$ cat src/hdl/irpd_pkg.sv
// ----------------------------------------------------------------------------
// irpd_pkg - shared types and constants for the IR remote pulse decoder
// Register indexes, reset values, check limits and the packed decoder state.
// ----------------------------------------------------------------------------
package irpd_pkg;

    localparam int unsigned TICK_W     = 16;
    localparam int unsigned POS_W      = 6;
    localparam int unsigned BYTE_W     = 8;
    localparam int unsigned STATUS_W   = 2;
    localparam int unsigned CFG_IDX_W  = 3;

    localparam int unsigned FRAME_LEN_DEF = 33;

    // Fixed limits on the two check bytes
    localparam logic [TICK_W-1:0] FIRST_LIMIT  = 16'd135;
    localparam logic [TICK_W-1:0] SECOND_LIMIT = 16'd245;

    // Bit positions of the three frame sections
    localparam logic [POS_W-1:0] FIRST_LO  = 6'd1;
    localparam logic [POS_W-1:0] FIRST_HI  = 6'd8;
    localparam logic [POS_W-1:0] SECOND_LO = 6'd9;
    localparam logic [POS_W-1:0] SECOND_HI = 6'd16;
    localparam logic [POS_W-1:0] DATA_LO   = 6'd17;
    localparam logic [POS_W-1:0] DATA_HI   = 6'd24;

    // Window reset values
    localparam logic [TICK_W-1:0] HEADER_LOW_RST  = 16'd1340;
    localparam logic [TICK_W-1:0] HEADER_HIGH_RST = 16'd1360;
    localparam logic [TICK_W-1:0] REPEAT_LOW_RST  = 16'd9650;
    localparam logic [TICK_W-1:0] REPEAT_HIGH_RST = 16'd9750;
    localparam logic [TICK_W-1:0] ONE_LOW_RST     = 16'd200;
    localparam logic [TICK_W-1:0] ONE_HIGH_RST    = 16'd245;
    localparam logic [TICK_W-1:0] ZERO_LOW_RST    = 16'd105;
    localparam logic [TICK_W-1:0] ZERO_HIGH_RST   = 16'd125;

    typedef enum logic [CFG_IDX_W-1:0] {
        CFG_HEADER_LOW  = 3'd0,
        CFG_HEADER_HIGH = 3'd1,
        CFG_REPEAT_LOW  = 3'd2,
        CFG_REPEAT_HIGH = 3'd3,
        CFG_ONE_LOW     = 3'd4,
        CFG_ONE_HIGH    = 3'd5,
        CFG_ZERO_LOW    = 3'd6,
        CFG_ZERO_HIGH   = 3'd7
    } t_cfg_idx;

    typedef enum logic [STATUS_W-1:0] {
        ST_OK          = 2'd0,
        ST_FIRST_FAIL  = 2'd1,
        ST_SECOND_FAIL = 2'd2
    } t_status;

    // Decoder state word kept in the state memory
    typedef struct packed {
        logic              recording;
        logic [POS_W-1:0]  position;
        logic              first_fail;
        logic              second_fail;
        logic [BYTE_W-1:0] data_bits;
    } t_dec_state;

    localparam t_dec_state STATE_RST = '{
        recording:   1'b0,
        position:    '0,
        first_fail:  1'b0,
        second_fail: 1'b0,
        data_bits:   '0
    };

    function automatic logic in_window(
        input logic [TICK_W-1:0] v,
        input logic [TICK_W-1:0] lo,
        input logic [TICK_W-1:0] hi
    );
        return (lo <= v) && (v <= hi);
    endfunction

endpackage

$ cat src/hdl/irpd_ram.sv
// ----------------------------------------------------------------------------
// irpd_ram - generic single-port-write, registered-read RAM
// One write port and one read port; read returns the old word on a collision.
// ----------------------------------------------------------------------------
module irpd_ram #(
    parameter int unsigned WIDTH  = 8,
    parameter int unsigned DEPTH  = 1,
    parameter int unsigned ADDR_W = (DEPTH > 1) ? $clog2(DEPTH) : 1
) (
    input  logic              i_clk,
    input  logic              i_we,
    input  logic [ADDR_W-1:0] i_waddr,
    input  logic [WIDTH-1:0]  i_wdata,
    input  logic              i_re,
    input  logic [ADDR_W-1:0] i_raddr,
    output logic [WIDTH-1:0]  o_rdata
);

    logic [WIDTH-1:0] r_mem [DEPTH];
    logic [WIDTH-1:0] r_rdata;

    always_ff @(posedge i_clk) begin
        if (i_we) begin
            r_mem[i_waddr] <= i_wdata;
        end
        if (i_re) begin
            r_rdata <= r_mem[i_raddr];
        end
    end

    assign o_rdata = r_rdata;

endmodule

$ cat src/hdl/ir_remote_pulse_decoder.sv
// ----------------------------------------------------------------------------
// ir_remote_pulse_decoder - NEC-style IR frame decoder on falling-edge intervals
// Counts a header plus the following intervals, checks the two leading bytes,
// decodes the data byte and flags long-press repeat marks.
// ----------------------------------------------------------------------------
//
//  channel  | handshake                    | payload
//  ---------+------------------------------+-----------------------------------
//  in       | i_in_valid / o_in_stall      | i_interval_ticks
//  out      | o_out_valid / i_out_stall    | o_frame_done o_status o_data_byte
//           |                              | o_repeat_seen
//  cfg      | i_cfg_we (no wait)           | i_cfg_index i_cfg_data
//
//  One request is taken per cycle while o_in_stall is low. The decoder state
//  sits in a one-word state RAM: a request reads it in the cycle it is
//  accepted; the modify stage then writes it back and loads any result into
//  the output register. Back-to-back requests see the word still in flight
//  through a bypass register.
//  Reset clears control state and marks the state word as never written, so
//  it reads as the cleared state; no clearing pass is needed.
//  A request that yields a result waits in the modify stage while the output
//  register is full and stalled; o_in_stall rises only then.
// ----------------------------------------------------------------------------
module ir_remote_pulse_decoder
    import irpd_pkg::*;
#(
    parameter int unsigned FRAME_LEN = FRAME_LEN_DEF
) (
    input  logic                 i_clk,
    input  logic                 i_rst_n,

    input  logic                 i_in_valid,
    output logic                 o_in_stall,
    input  logic [TICK_W-1:0]    i_interval_ticks,

    output logic                 o_out_valid,
    input  logic                 i_out_stall,
    output logic                 o_frame_done,
    output logic [STATUS_W-1:0]  o_status,
    output logic [BYTE_W-1:0]    o_data_byte,
    output logic                 o_repeat_seen,

    input  logic                 i_cfg_we,
    input  logic [CFG_IDX_W-1:0] i_cfg_index,
    input  logic [TICK_W-1:0]    i_cfg_data
);

    localparam int unsigned SW = $bits(t_dec_state);
    localparam logic [POS_W-1:0] FRAME_END = POS_W'(FRAME_LEN);

    // ------------------------------------------------------------------
    // Window registers
    // ------------------------------------------------------------------
    logic [TICK_W-1:0] r_header_low, r_header_high;
    logic [TICK_W-1:0] r_repeat_low, r_repeat_high;
    logic [TICK_W-1:0] r_one_low, r_one_high;
    logic [TICK_W-1:0] r_zero_low, r_zero_high;

    always_ff @(posedge i_clk) begin
        if (!i_rst_n) begin
            r_header_low  <= HEADER_LOW_RST;
            r_header_high <= HEADER_HIGH_RST;
            r_repeat_low  <= REPEAT_LOW_RST;
            r_repeat_high <= REPEAT_HIGH_RST;
            r_one_low     <= ONE_LOW_RST;
            r_one_high    <= ONE_HIGH_RST;
            r_zero_low    <= ZERO_LOW_RST;
            r_zero_high   <= ZERO_HIGH_RST;
        end else if (i_cfg_we) begin
            unique case (t_cfg_idx'(i_cfg_index))
                CFG_HEADER_LOW:  r_header_low  <= i_cfg_data;
                CFG_HEADER_HIGH: r_header_high <= i_cfg_data;
                CFG_REPEAT_LOW:  r_repeat_low  <= i_cfg_data;
                CFG_REPEAT_HIGH: r_repeat_high <= i_cfg_data;
                CFG_ONE_LOW:     r_one_low     <= i_cfg_data;
                CFG_ONE_HIGH:    r_one_high    <= i_cfg_data;
                CFG_ZERO_LOW:    r_zero_low    <= i_cfg_data;
                CFG_ZERO_HIGH:   r_zero_high   <= i_cfg_data;
                default: ;
            endcase
        end
    end

    // ------------------------------------------------------------------
    // Pipeline control
    // ------------------------------------------------------------------
    logic              r_s1_vld;      // request in modify stage
    logic [TICK_W-1:0] r_s1_ticks;
    logic              r_s1_init;     // state word had been written at read
    logic              r_byp_vld;     // write collided with the read
    t_dec_state        r_byp_state;
    logic              r_mem_init;    // state word written since reset

    logic              r_out_vld;
    logic              r_out_done;
    logic [STATUS_W-1:0] r_out_status;
    logic [BYTE_W-1:0] r_out_byte;
    logic              r_out_rep;

    logic              in_acc;
    logic              s1_go;
    logic              s1_fire;
    logic              out_free;
    logic              has_result;

    logic [SW-1:0]     ram_rdata;
    t_dec_state        cur_state;
    t_dec_state        n_state;
    logic              res_done;
    t_status           res_status;
    logic [BYTE_W-1:0] res_byte;
    logic              res_rep;

    assign out_free   = !r_out_vld || !i_out_stall;
    assign s1_go      = !has_result || out_free;
    assign s1_fire    = r_s1_vld && s1_go;
    assign o_in_stall = r_s1_vld && !s1_go;
    assign in_acc     = i_in_valid && !o_in_stall;

    irpd_ram #(
        .WIDTH (SW),
        .DEPTH (1)
    ) u_state_ram (
        .i_clk   (i_clk),
        .i_we    (s1_fire),
        .i_waddr (1'b0),
        .i_wdata (n_state),
        .i_re    (in_acc),
        .i_raddr (1'b0),
        .o_rdata (ram_rdata)
    );

    // Stage 0 -> 1: capture the request and note any write in flight
    always_ff @(posedge i_clk) begin
        if (!i_rst_n) begin
            r_s1_vld   <= 1'b0;
            r_mem_init <= 1'b0;
            r_byp_vld  <= 1'b0;
            r_s1_init  <= 1'b0;
        end else begin
            if (s1_fire) begin
                r_mem_init <= 1'b1;
            end
            if (in_acc) begin
                r_s1_vld  <= 1'b1;
                r_byp_vld <= s1_fire;
                r_s1_init <= r_mem_init;
            end else if (s1_fire) begin
                r_s1_vld <= 1'b0;
            end
        end
    end

    always_ff @(posedge i_clk) begin
        if (in_acc) begin
            r_s1_ticks  <= i_interval_ticks;
            r_byp_state <= n_state;
        end
    end

    // ------------------------------------------------------------------
    // Stage 1: modify the state word
    // ------------------------------------------------------------------
    always_comb begin
        if (r_byp_vld) begin
            cur_state = r_byp_state;
        end else if (r_s1_init) begin
            cur_state = t_dec_state'(ram_rdata);
        end else begin
            cur_state = STATE_RST;
        end
    end

    always_comb begin
        logic             hdr;
        logic [POS_W-1:0] p;
        logic [POS_W-1:0] bit_off;
        logic [POS_W-1:0] next_pos;

        n_state    = cur_state;
        res_done   = 1'b0;
        res_status = ST_OK;
        res_byte   = '0;
        res_rep    = in_window(r_s1_ticks, r_repeat_low, r_repeat_high);
        hdr        = in_window(r_s1_ticks, r_header_low, r_header_high);
        p          = cur_state.position;
        bit_off    = p - DATA_LO;
        next_pos   = p + POS_W'(1);

        if (hdr) begin
            n_state.recording = 1'b1;
        end

        if (n_state.recording) begin
            if (p >= FIRST_LO && p <= FIRST_HI) begin
                if (r_s1_ticks > FIRST_LIMIT) begin
                    n_state.first_fail = 1'b1;
                end
            end else if (p >= SECOND_LO && p <= SECOND_HI) begin
                if (r_s1_ticks > SECOND_LIMIT) begin
                    n_state.second_fail = 1'b1;
                end
            end else if (p >= DATA_LO && p <= DATA_HI) begin
                if (in_window(r_s1_ticks, r_one_low, r_one_high)) begin
                    n_state.data_bits[bit_off[2:0]] = 1'b1;
                end else if (in_window(r_s1_ticks, r_zero_low, r_zero_high)) begin
                    n_state.data_bits[bit_off[2:0]] = 1'b0;
                end
            end
            n_state.position = next_pos;

            // Frame complete: report and rearm
            if (next_pos >= FRAME_END) begin
                res_done = 1'b1;
                if (n_state.first_fail) begin
                    res_status = ST_FIRST_FAIL;
                end else if (n_state.second_fail) begin
                    res_status = ST_SECOND_FAIL;
                end else begin
                    res_status = ST_OK;
                    res_byte   = n_state.data_bits;
                end
                n_state = STATE_RST;
            end
        end

        has_result = res_done || res_rep;
    end

    // ------------------------------------------------------------------
    // Output register
    // ------------------------------------------------------------------
    always_ff @(posedge i_clk) begin
        if (!i_rst_n) begin
            r_out_vld <= 1'b0;
        end else if (s1_fire && has_result) begin
            r_out_vld <= 1'b1;
        end else if (!i_out_stall) begin
            r_out_vld <= 1'b0;
        end
    end

    always_ff @(posedge i_clk) begin
        if (s1_fire && has_result) begin
            r_out_done   <= res_done;
            r_out_status <= res_status;
            r_out_byte   <= res_byte;
            r_out_rep    <= res_rep;
        end
    end

    assign o_out_valid   = r_out_vld;
    assign o_frame_done  = r_out_done;
    assign o_status      = r_out_status;
    assign o_data_byte   = r_out_byte;
    assign o_repeat_seen = r_out_rep;

endmodule
$ cat config.mk
export PLATFORM = sky130hd
export DESIGN_NAME = ir_remote_pulse_decoder
export DESIGN_NICKNAME = d
export VERILOG_FILES = /design/src/hdl/irpd_pkg.sv /design/src/hdl/irpd_ram.sv /design/src/hdl/ir_remote_pulse_decoder.sv
export SDC_FILE = /design/constraint.sdc
export NUM_CORES = 1
export LEC_CHECK = 0
export BUFFER_PORTS_ARGS = -buffer_cell sky130_fd_sc_hd__buf_4
export CAP_MARGIN = 20
export CORE_MARGIN = 5
export CORE_UTILIZATION = 45
export CTS_CLUSTER_SIZE = 30
export DETAILED_ROUTE_END_ITERATION = 10
export PLACE_DENSITY = 0.73
export SETUP_SLACK_MARGIN = 0.15
export SYNTH_ARGS = -nofsm -noshare
export SYNTH_HDL_FRONTEND = slang
export SYNTH_SLANG_ARGS = --single-unit
export TNS_END_PERCENT = 30
$ cat constraint.sdc
create_clock -name i_clk -period 4.72 [get_ports i_clk]
set_input_delay 0.708 -clock i_clk [delete_from_list [all_inputs] [get_ports i_clk]]
set_output_delay 0.708 -clock i_clk [all_outputs]
set_load 0.02 [all_outputs]
; ---- After elaboration in Yosys (flattened, before gate mapping)
; Memories as Yosys holds them, arrays and structs flattened. A register that Yosys moved wholly into a read port is not among the register bits.
; Cells that the tools add are included.
[word_totals]
register_bits = 178
ramBits = 17
mem_count = 1
[classes]
n_addsub = 2
magnitude_cmp = 19
n_eq_ne = 8
muxes = 28
n_bitwise = 5
reduce_logical = 33
[memory_table]
columns = name, words, word_bits, read_ports, rd_clocked_by_memory_dff, write_ports, line_no
row1 = u_state_ram.r_mem, 1, 17, 1, 1, 1, irpd_ram.sv:19  ; logic [WIDTH-1:0] r_mem [DEPTH];
[ops]
columns = operator, n
row1 = <= comparator 16 bit, 8
row2 = two-way mux 17 bit, 4
row3 = "> comparator 16 x 8 -> 1 bit, second input constant", 2
row4 = two-way mux 8 bit, 4
row5 = two-way mux 9 bit, 2
row6 = AND reduction 2 bit, 9
row7 = two-way mux 1 bit, 16
row8 = "== test 3 bit, second input constant", 4
row9 = "<= comparator 6 x 5 -> 1 bit, second input constant", 2
row10 = logical AND 1 bit, 12
row11 = bitwise AND 8 bit, 1
row12 = inverter 8 bit, 1
row13 = bitwise OR 8 bit, 1
row14 = "adder 6 x 1 -> 6 bit, second input constant", 1
row15 = "== test 3 x 2 -> 1 bit, second input constant", 2
row16 = "greater-or-equal comparator 6 x 1 -> 1 bit, second input constant", 1
row17 = "greater-or-equal comparator 6 x 4 -> 1 bit, second input constant", 1
row18 = "greater-or-equal comparator 6 x 5 -> 1 bit, second input constant", 1
row19 = "greater-or-equal comparator 6 bit, second input constant", 1
row20 = "<= comparator 6 x 4 -> 1 bit, second input constant", 1
row21 = logical NOT 1 bit, 5
row22 = "less-than comparator 3 x 4 -> 1 bit, second input constant", 1
row23 = OR reduction 4 bit, 1
row24 = demux 1 bit (select 3 bit), 1
row25 = 10 further kinds, 13

; ---- Longest topological paths before layout
[depth]
word_depth = 17
ltp_mapped = 14
ltp_nobuf = 11

; ---- Cells and area by module
; Synthesis repeated with hierarchy kept, for this count alone.
[hier_totals]
hier_cells = 1251
hier_area_um2 = 11549.8
[modules_own_cells]
columns = mod, instances, cells_each, area_each_um2, seq_area_each_um2
row1 = ir_remote_pulse_decoder, 1, 1217, 10528.8, 4013.8
row2 = irpd_ram, 1, 34, 1021.0, 1021.0

; ---- Worst setup path before layout
; Ideal clock, no wire load.
[synth_timing]
path_type = flip-flop to flip-flop
start = register r_s1_ticks[1]
end = register r_byp_state[0] in the netlist's numbering, enable pin
setup_time_ps = 457
arrival_ps = 4227
required_time_ps = 4263
path_slack_ps = 36
stages_incl_launch_ff = 10
cell_sequence = edfxtp_1 > inv_1 > ha_1 > nor2b_1 > o211ai_1 > a2111o_1 > a311oi_2 > nor2_1 > and3_1 > a211oi_2
[synth_between]
elab_chain_len = 11
[synth_rtl]
columns = element, line_no
row1 = from (decl), ir_remote_pulse_decoder.sv:88  ; logic [TICK_W-1:0] r_s1_ticks;
row2 = from (signal assigned), ir_remote_pulse_decoder.sv:156  ; r_s1_ticks <= i_interval_ticks;
row3 = <= comparator 16 bit, irpd_pkg.sv:76  ; return (lo <= v) && (v <= hi);
row4 = logical AND 1 bit, irpd_pkg.sv:76
row5 = two-way mux 1 bit, ir_remote_pulse_decoder.sv:190  ; if (hdr) begin
row6 = two-way mux 1 bit, ir_remote_pulse_decoder.sv:194  ; if (n_state.recording) begin
row7 = logical OR 1 bit (*), ir_remote_pulse_decoder.sv:227  ; has_result = res_done || res_rep;
row8 = logical NOT 1 bit (*), ir_remote_pulse_decoder.sv:115  ; assign s1_go = !has_result || out_free;
row9 = logical OR 1 bit (*), ir_remote_pulse_decoder.sv:115
row10 = logical NOT 1 bit (*), ir_remote_pulse_decoder.sv:117  ; assign o_in_stall = r_s1_vld && !s1_go;
row11 = logical AND 1 bit (*), ir_remote_pulse_decoder.sv:117
row12 = logical NOT 1 bit (*), ir_remote_pulse_decoder.sv:118  ; assign in_acc = i_in_valid && !o_in_stall;
row13 = logical AND 1 bit (*), ir_remote_pulse_decoder.sv:118
row14 = net in_acc, ir_remote_pulse_decoder.sv:100  ; logic in_acc;
row15 = to (signal assigned), ir_remote_pulse_decoder.sv:157  ; r_byp_state <= n_state;
row16 = to (decl), ir_remote_pulse_decoder.sv:91  ; t_dec_state r_byp_state;
; The timed path passes the listed nets; every way through them passes the cells marked *.
; A chain may end at the register's enable or synchronous reset.

; ---- Worst setup path after layout
[layout_timing]
start = register r_s1_ticks[1]
end = output port o_in_stall
[layout_between]
elab_chain_len = 9
[layout_rtl]
columns = element, line_no
row1 = <= comparator 16 bit, irpd_pkg.sv:76
row2 = logical AND 1 bit, irpd_pkg.sv:76
row3 = two-way mux 1 bit, ir_remote_pulse_decoder.sv:190
row4 = two-way mux 1 bit, ir_remote_pulse_decoder.sv:194
row5 = logical OR 1 bit (*), ir_remote_pulse_decoder.sv:227
row6 = logical NOT 1 bit (*), ir_remote_pulse_decoder.sv:115
row7 = logical OR 1 bit (*), ir_remote_pulse_decoder.sv:115
row8 = logical NOT 1 bit (*), ir_remote_pulse_decoder.sv:117
row9 = logical AND 1 bit (*), ir_remote_pulse_decoder.sv:117
row10 = to (decl), ir_remote_pulse_decoder.sv:33  ; output logic o_in_stall,
; Every way passes the cells marked *; elsewhere a longest branch is shown, timed or not.

==> results.md <==
Critical path:
- The count of buffer and inverter cells on the critical path is 2.
- Along the worst path, the maximum fanout reaches 9.
- For the worst setup path, the data required time is 4.01 ns.
- The worst setup path is of the register to output pin kind.
- The arrival time of the worst setup path is 3.67 ns.
- The largest incremental delay on the critical path is 0.62 ns.
- The cell with the largest stage delay on the worst path is a311oi_2.
- The kind of end point of the critical path is an output pin.
- The category of the worst setup path launch point is a register.
- The cell type group with the largest total delay on the critical path is compound AO/OA/AOI/OAI gates.
- Traced cell by cell, the critical path runs through inv_1 -> ha_1 -> nor2b_1 -> o211ai_1 -> a2111o_1 -> a311oi_2 -> nor2_1 -> and2_1 -> o21a_1 -> buf_4.

Yosys:
- The share of flip-flops with an asynchronous set or reset is 0.
- During synthesis, Yosys emitted a total of 0 warnings.
- After synthesis, the cell types taking the most area are dfxtp_1 23%, edfxtp_1 21%, ha_1 14%, nand2_1 9.1%, a21boi_0 5.8%.
- Counting flops with a built-in enable in the synthesized netlist gives 79.
- The cell count after synthesis came out at 1,235.
- In this run the cell area of the synthesized design comes to 0.01144 mm^2.
- Of the post-synthesis cell area, the dominant cell type holds 0.2328.
- The synthesized design contains 212 register bits.
- A synthesized cell averages 9.261 um^2.
- The sequential area share after synthesis is 0.4402.
- Of all cell types, the one taking the most synthesized area is dfxtp_1.
- The number of nets handed over by synthesis was 1,407.
- In the synthesized netlist the dominant register cell turns out to be dfxtp_1.
- Counting distinct cell types in the post-synthesis netlist gives 64.

Timing:
- In the finished design, the share of the clock period the worst path needs comes to 0.9274.
- The number of pins with negative max-slew slack in the final report is 0.
- For the final database, setup skew stands at 0.01098 ns.
- The final worst-path setup slack is 0.3428 ns.
- Setup repair after global routing left no endpoint under its margin.
- For this run, the top clock speed supported by timing is 228.5 MHz.
- Setup violations remaining at the end of the flow were counted as 0.
- The pin slew with the least headroom to its limit is 0.8916 ns.
- Measured against its own limit, the worst slew margin works out to 0.4056.
- The minimum clock period is 4.377 ns.
- The final-report hold violation count is 0.
- The total negative setup slack is 0 ns.

Routing:
- The number of optimization iterations in the first detailed-route pass is 7.
- The via count of the routed design is 9,058.
- Dividing the detail-routed wire length by the instance count gives 18.48 um.
- The wire length after detailed routing is 29,820 um.
- The remaining antenna violation count after routing is 0.
- The first routing iteration left 934 violations.
- In the routed layout, each cell is associated on average with a via count of 5.612.
- After detailed routing, the number of remaining DRC violations is 0.

Layout:
- Across the whole layout, storage elements account for 0.005035 mm^2.
- In the final layout, the share of cells above drive strength 1 is 0.09346.
- The count of fill cells added during filler insertion is 2,349.
- The area growth from synthesis to layout is 12.22%.
- Leaving out fill and tap cells, the most frequent cells in the layout are 277 x nand2_1, 133 x dfxtp_1, 132 x ha_1.
- Summing all non-filler instances in the final layout gives an area of 0.01283 mm^2.
- The final cell count without fillers is 1,614.
- Leaving out fill and tap cells, the most frequent cell in the layout is nand2_1.
- The number of diodes added for antenna fixing is 0.
- The layout net count is 1,440.
- Summing all multi-input logic gate instances after layout gives 0.005772 mm^2.

Power:
- The worst-case IR drop observed on VDD is 0.0002798 V.
- For this design the static power due to leakage is 5.063 nW.
- Dividing total power by cell area gives a power density of 338.0 mW/mm^2.

Global route:
- The via count of the first global-routing pass was 8,918.
- For this run, the total global-route usage over all layers was measured as 0.2085.
- After global routing the overflow that remains totals 0.
- The first global-routing pass estimated 48,330 um of wire.
- The initial antenna violation count is 0.
- The largest net degree at the start of global routing is 99.

Die:
- The top-level I/O count is 54.
- The number of core rows is 58.
- The starting utilization of the core area is 0.4555.
- The die covers 0.02870 mm^2.
- From bottom edge to top edge, the die measures 169.4 um.
- The core region is 0.02511 mm^2.
- The overall die width is 169.4 um.

Clocking:
- For the worst-skew pair, the clock arrives at the later sink with an insertion delay of 0.52 ns.
- TritonCTS built the clock tree.
- CTS built an H-tree with a depth of 1.
- Clock tree synthesis found a total of 212 sinks.
- The maximum count of clock buffers along a single path is 3.
- The number of hold buffers added after CTS was 0.
- The tree is rooted in a clkbuf_16.
- Clock-pin slew was measured on the worst setup and hold paths at 0.06 ns.
- The number of post-CTS setup repair buffers is 0.
- The post-CTS resize count is 0.
- Clock tree synthesis inserted a total of 23 buffers.

Flow run:
- The number of max-cap violations is 0.

Status:
- The flow ran to the end, and the final reports show no timing, DRC or antenna violations.

Placed design:
- The congestion estimate from routability-driven global placement came to 0.9108.
- Prior to clock tree synthesis, the placed netlist has a worst setup slack of 0.8315 ns.
- In this run the tool buffered the top-level ports with 53 buffer cells.
- Summing all placed instances gives a cell area of 0.01206 mm^2.
- Counting tap cells, the placed design contains a total of 1,571 instances.
- The sum of net half-perimeters after detailed placement is 22,190 um.

Worst hold path:
- The class of the tightest hold or removal check is primary input to register.
## cell families (layout without fill, tap and decap cells)
group | count (synthesis) | after routing | share of synthesized area
buf+inv | 150 | 199 | 0.05623
fa+ha+maj | 132 | 132 | 0.1444
mux | 2 | 2 | 0.001750
xor+xnor | 1 | 1 | 0.0007659
simple gates | 445 | 445 | 0.1718
compound gates | 293 | 293 | 0.1849
flops | 212 | 212 | 0.4402
## path summary, 6_finish.rpt
kind	start	to	slack (ns)	depth (start not counted)
min reg2reg	u_state_ram.r_mem[0][3]	u_state_ram.o_rdata[3]	0.42	0
max reg2reg	r_s1_ticks[1]	r_byp_state[9]	0.81	11
max	r_s1_ticks[1]	o_in_stall	0.34	10
min	i_interval_ticks[1]	r_s1_ticks[1]	0.37	1
## layer usage
metal / wire length, um / share of wire / track usage / vias to the layer above
met1: 14400 / 0.48 / 0.3046 / 4298
li1: - / - / - / 4454
met4: 803 / 0.027 / 0.05985 / 0
met2: 12940 / 0.43 / 0.3255 / 261
met5: 0 / 0 / 0 / -
met3: 1673 / 0.056 / 0.02702 / 45
## cell type report
class / count / share of cell area
Multi-Input combinational cell: 873 / 0.4497
Timing Repair Buffer: 71 / 0.04182
Sequential cell: 212 / 0.3923
Tap cell: 330 / 0.03217
Inverter: 87 / 0.02544
Clock inverter: 9 / 0.006337
Clock buffer: 32 / 0.05225
## power breakdown
part | leakage, nW | internal [mW] | switching (mW)
Clock | 0.372 | 1.05 | 0.739
Sequential | 1.85 | 2.00 | 0.0514
Combinational | 2.84 | 0.188 | 0.314
## sequential cells by signal (all words and copies together), names as in the netlist
signal and count:
o_repeat_seen 1, r_header_high 16, r_one_low 16, r_zero_high 16
r_mem_init 1, r_repeat_high 16, r_zero_low 16, o_out_valid 1
r_s1_vld 1, r_byp_state 17, r_repeat_low 16, u_state_ram.r_mem 17
r_s1_init 1, o_frame_done 1, r_one_high 16, o_data_byte 8
o_status 2, u_state_ram.o_rdata 17, r_byp_vld 1, r_s1_ticks 16
r_header_low 16
## per-stage QoR
stage / power (mW) / hold slack, ns / util
final: 4.338 / 0.3704 / 0.5112
after global routing: 4.503 / 0.3598 / 0.5112
after CTS: 4.359 / 0.3576 / 0.5104
after detailed placement: 2.578 / 0.4045 / 0.4805
after global placement: 2.562 / 0.4002 / 0.4805
after floorplan: 2.413 / 0.4003 / -
## cells in the mapped netlist (20+ instances only)
master and n:
o211ai_1 32, ha_1 132, nand3_1 41, inv_1 87
a21boi_0 89, a21oi_1 50, nor2_1 35, clkbuf_1 41
nand2_1 277, dfxtp_1 133, nand4_1 33, o21ai_0 20
edfxtp_1 79
Note: power is estimated with default switching activity, not from simulation.
